--- src/hdl/bpu_pkg.sv ---
// Shared types, codes and helper functions of the palette pixel unpacker.
package bpu_pkg;

  // Command codes carried on the input tuser bit.
  localparam logic CMD_PAL_WRITE  = 1'b0;
  localparam logic CMD_PIXEL_BYTE = 1'b1;

  // Configuration register indexes.
  localparam logic [1:0] REG_BPP        = 2'd0;
  localparam logic [1:0] REG_WIDTH      = 2'd1;
  localparam logic [1:0] REG_HEIGHT     = 2'd2;
  localparam logic [1:0] REG_THREE_BYTE = 2'd3;

  // Reset values of the configuration registers.
  localparam logic [3:0]  BPP_RESET    = 4'd8;
  localparam logic [12:0] WIDTH_RESET  = 13'd1;
  localparam logic [12:0] HEIGHT_RESET = 13'd1;

  typedef enum logic {
    KIND_PAL_WRITE,
    KIND_PIXEL_BYTE
  } kind_e;

  // One classified beat held in the queue between front and back.
  typedef struct packed {
    kind_e       kind;
    logic [7:0]  pal_index;
    logic [31:0] pal_color;
    logic [7:0]  data_byte;
  } item_t;

  typedef struct packed {
    logic [3:0]  bpp;
    logic [12:0] width;
    logic [12:0] height;
    logic        three_byte;
  } cfg_t;

  typedef struct packed {
    logic image_end;
    logic row_end;
    logic last_of_byte;
  } pix_flags_t;

  typedef struct packed {
    logic [31:0] color;
    pix_flags_t  flags;
  } pixel_t;

  // True for the index widths the block handles.
  function automatic logic bpp_valid(input logic [3:0] bpp);
    bpp_valid = (bpp == 4'd1) || (bpp == 4'd2) || (bpp == 4'd4) || (bpp == 4'd8);
  endfunction

  // Base-two logarithm of a valid index width.
  function automatic logic [1:0] bpp_log2(input logic [3:0] bpp);
    logic [1:0] lg;
    case (bpp)
      4'd2:    lg = 2'd1;
      4'd4:    lg = 2'd2;
      4'd8:    lg = 2'd3;
      default: lg = 2'd0;
    endcase
    bpp_log2 = lg;
  endfunction

endpackage

--- src/hdl/bpu_fifo.sv ---
// Two-entry register queue with valid/ready on both sides.
module bpu_fifo
  import bpu_pkg::*;
#(
  parameter int WIDTH = 8
) (
  input  logic             clk_i,
  input  logic             rst_ni,
  input  logic             in_valid_i,
  output logic             in_ready_o,
  input  logic [WIDTH-1:0] in_data_i,
  output logic             out_valid_o,
  input  logic             out_ready_i,
  output logic [WIDTH-1:0] out_data_o,
  output logic [1:0]       count_o
);

  localparam logic [1:0] Full = 2'd2;

  logic [WIDTH-1:0] data_q [2];
  logic [1:0]       count_q, count_d;
  logic             wr_q, rd_q;
  logic             push, pop;

  assign in_ready_o  = (count_q != Full);
  assign out_valid_o = (count_q != 2'd0);
  assign out_data_o  = data_q[rd_q];
  assign count_o     = count_q;
  assign push        = in_valid_i && in_ready_o;
  assign pop         = out_valid_o && out_ready_i;

  always_comb begin
    count_d = count_q;
    if (push && !pop) begin
      count_d = 2'(count_q + 2'd1);
    end else if (pop && !push) begin
      count_d = 2'(count_q - 2'd1);
    end
  end

  // Pointers and fill level.
  always_ff @(posedge clk_i or negedge rst_ni) begin
    if (!rst_ni) begin
      count_q <= 2'd0;
      wr_q    <= 1'b0;
      rd_q    <= 1'b0;
    end else begin
      count_q <= count_d;
      if (push) wr_q <= ~wr_q;
      if (pop) rd_q <= ~rd_q;
    end
  end

  // Storage needs no reset.
  always_ff @(posedge clk_i) begin
    if (push) data_q[wr_q] <= in_data_i;
  end

endmodule

--- src/hdl/bpu_front.sv ---
// Input side: classifies each beat and queues it for the expansion engine.
module bpu_front
  import bpu_pkg::*;
(
  input  logic        clk_i,
  input  logic        rst_ni,
  input  cfg_t        cfg_i,
  input  logic        in_valid_i,
  output logic        in_ready_o,
  input  logic        in_cmd_i,
  input  logic [7:0]  in_pal_index_i,
  input  logic [31:0] in_pal_color_i,
  input  logic [7:0]  in_data_byte_i,
  output logic        item_valid_o,
  input  logic        item_ready_i,
  output item_t       item_o
);

  item_t item;
  logic  keep;
  logic  q_ready;

  // A pixel byte under an unsupported index width is taken and dropped here.
  always_comb begin
    item.kind      = (in_cmd_i == CMD_PAL_WRITE) ? KIND_PAL_WRITE : KIND_PIXEL_BYTE;
    item.pal_index = in_pal_index_i;
    item.pal_color = in_pal_color_i;
    item.data_byte = in_data_byte_i;
    keep           = (in_cmd_i == CMD_PAL_WRITE) || bpp_valid(cfg_i.bpp);
  end

  assign in_ready_o = q_ready;

  bpu_fifo #(
    .WIDTH($bits(item_t))
  ) u_queue (
    .clk_i      (clk_i),
    .rst_ni     (rst_ni),
    .in_valid_i (in_valid_i && keep),
    .in_ready_o (q_ready),
    .in_data_i  (item),
    .out_valid_o(item_valid_o),
    .out_ready_i(item_ready_i),
    .out_data_o (item_o),
    .count_o    ()
  );

endmodule

--- config.mk ---
export PLATFORM = sky130hd
export DESIGN_NAME = bpu_front
export DESIGN_NICKNAME = d
export VERILOG_FILES = /design/src/hdl/bpu_pkg.sv /design/src/hdl/bpu_fifo.sv /design/src/hdl/bpu_front.sv
export SDC_FILE = /design/constraint.sdc
export NUM_CORES = 1
export LEC_CHECK = 0
export ABC_AREA = 1
export BUFFER_PORTS_ARGS = -buffer_cell sky130_fd_sc_hd__buf_2
export CORE_MARGIN = 5
export CORE_UTILIZATION = 30
export DETAILED_ROUTE_END_ITERATION = 8
export MAX_ROUTING_LAYER = met4
export PLACE_DENSITY_LB_ADDON = 0.05
export SKIP_CTS_REPAIR_TIMING = 1
export SKIP_LAST_GASP = 1
export SYNTH_ARGS = -nofsm -noshare
export SYNTH_HDL_FRONTEND = slang
export SYNTH_SLANG_ARGS = --single-unit
export TNS_END_PERCENT = 30
--- constraint.sdc ---
create_clock -name clk_i -period 4.65 [get_ports clk_i]
set_clock_uncertainty 0.1 [all_clocks]
set_input_delay 0.93 -clock clk_i [delete_from_list [all_inputs] [get_ports clk_i]]
set_output_delay 0.93 -clock clk_i [all_outputs]
set_load 0.01 [all_outputs]
==> results.md <==
* Fillers at 1275
* Worst-skew pair later-pin latency at 340 ps
* Number of nets with antenna violations after routing at 0
* Final nets at 490
* Final period utilization at 61.3%
* Gr ovfl total at 0
* Seq pwr share at 44.3%
* Max Cap Viol at 0
* Crit. End Element: primary output
* Setup slack after layout at 1800 ps
* Inst Count DP at 566
* Switching share of power at 33.3%
* Final slew viol count at 0
* Post-route minimum period at 2850 ps
* Mean routed wirelength per cell at 13.9 um
* CP max FO at 50
* Detail Placement HPWL at 5.02 mm
* Fraction of layout cells with a size suffix above 1 at 31.7%
* Die Wd at 123 um
* Status: complete, no violations
* First-pass detailed-route iteration total at 4
* Fmax at 351 MHz
* Synth top area share at 76.4%
* Post-Layout Cell Count at 583
* Pleak at 2.08 nW
* Data arrival time of the critical path at 1820 ps
* Multi-input logic area at 684 sq um
* H-tree depth at 3
* Core area at 12600 sq um
* Area grow syn2layout at 25.5%
* Yosys reg bits at 102
* Number of vias in the routed layout at 2366
* Internal power at 0.00188 W
* RSZ-0062 raised after global routing: no
* Syn_nets at 379
* Hold crit path type: in -> async
* RD Place Congestion at 0.672
* Synth warn at 0
* TritonCTS clock tree: yes
* First-pass GRT wire length at 12.0 mm
* Yosys top cell by area: edfxtp_1
* DP Worst Slack at 1760 ps
* Largest net degree at the start of global routing at 51
* Core Util, Final at 38.3%
* Worst vdd ir at 184 uV
* Fin Setup TNS at 0 ps
* Initial Utilization at 30.5%
* Headroom to the max-slew limit at 57.9%
* Worst Path Required at 3620 ps
* Root buffer cell: clkbuf_16
* Port Buffers at 107
* Combinational Power Share at 30.2%
* Die Span Y at 123 um
* CTS Buffer Depth at 2
* Synth top area cells: edfxtp_1, nand2_1, dfrtp_1
* CTS Buf Count at 9
* Average vias per placed instance at 4.06
* Post-synthesis sequential area ratio at 79.0%
* # setup viols final at 0
* Initial antenna violation count at 1
* Placed Area at 4550 sq um
* R2R Setup Slk at 2530 ps
* GRT Total Usage at 11.3%
* Crit start category: flop
* Synthesized area per cell at 13.1 sq um
* Post-synthesis instance total at 294
* Netlist cell types at 17
* Remaining DRCs at 0
* Commonest non-fill, non-tap cell in the layout: nand2_1
* Final hold vios at 0
* FF+latch area at 3040 sq um
* Critical path class: reg -> out
* Finished Cell Area at 4830 sq um
* Share of total power in the clock network at 25.5%
* Die Footprint at 15200 sq um
* Number of cell rows at 41
* Clock-pin slew on the worst setup and hold paths at 60 ps
* Least-Margin Pin Slew at 630 ps
* Initial detailed-routing violation count at 143
* Cell Area, Synth at 3850 sq um
* Drt total wl at 8.10 mm
* Cell Pwr Density at 582 nW/um^2
* # IOs at 135
* Number of global-route vias before repair at 2325
* CTS Sinks at 102
* Most frequent cells in the layout: nand2_1, buf_2, edfxtp_1
* NetSw at 0.000937 W
[logic make-up after synthesis]
group	count (synthesis)	share of synthesized area (%)
fa+ha+maj	1	0.325
simple gates	164	16.1
xor+xnor	3	0.683
compound gates	3	0.455
buf+inv	21	3.38
flops	102	79.0
[critical path, stage by stage (launching register included)]
cell and delay, ps:
dfrtp_2 580, inv_4 530, nand2_1 90, nand2_1 120, buf_2 140
[Yosys cell counts, drive strengths merged]
cell type and n:
nand2 157, edfxtp 98, buf 11, inv 10, dfrtp 4, nand3 4, nor2 3, xor2 2
a21boi 1, a21oi 1, ha 1, o21ai 1, xnor2 1
[sequential cells by signal, indices dropped and copies added, names as in the netlist]
name,flops
u_queue.data_q,98
u_queue.count_o,2
u_queue.rd_q,1
u_queue.wr_q,1
[power by group through the flow]
stage,Combinational (W),Sequential [W],Clock (W)
after floorplan,0.000571,0.00123,0
after global placement,0.000886,0.00127,0
after detailed placement,0.000889,0.00127,0
after CTS,0.000891,0.00125,0.000751
after global routing,0.000967,0.00126,0.000784
final,0.000849,0.00125,0.000719
[metal layers]
metal  vias to the layer above  GRT usage (%)  wire length (um)
li1                       1199              -                 -
met1                      1079           13.4              3570
met2                        75           16.7              3710
met3                        13           3.89               616
met4                         0           6.44               201
met5                         -              -                 0
[worst paths after layout]
path,from,to,depth (start not counted)
min,rst_ni,u_queue.count_o[1]$_DFFE_PN0P_,1
max,u_queue.rd_q$_DFFE_PN0P_,item_o[12],4
max in group asynchronous,rst_ni,u_queue.rd_q$_DFFE_PN0P_,1
max reg2reg,u_queue.count_o[0]$_DFFE_PN0P_,u_queue.data_q[1][21]$_DFFE_PP_,5
min in group clk_i,u_queue.wr_q$_DFFE_PN0P_,u_queue.wr_q$_DFFE_PN0P_,2
min reg2reg,u_queue.wr_q$_DFFE_PN0P_,u_queue.wr_q$_DFFE_PN0P_,2
[final cells by class]
type                            instances  share of cell area [%]
Sequential cell                       102                    63.0
Multi-Input combinational cell        171                    14.2
Timing Repair Buffer                  111                    11.7
Clock buffer                           10                    4.74
Tap cell                              172                    4.45
Clock inverter                          6                    1.09
Inverter                               10                   0.828
Antenna cell                            1                  0.0518
[per-stage QoR]
| stage | power [W] | hold slack (ps) |
|---|---|---|
| after CTS | 0.00289 | 265 |
| after floorplan | 0.00181 | 342 |
| after global routing | 0.00301 | 267 |
| final | 0.00281 | 281 |
| after detailed placement | 0.00216 | 367 |
| after global placement | 0.00215 | 358 |
Power figures use the tool's default switching activity.
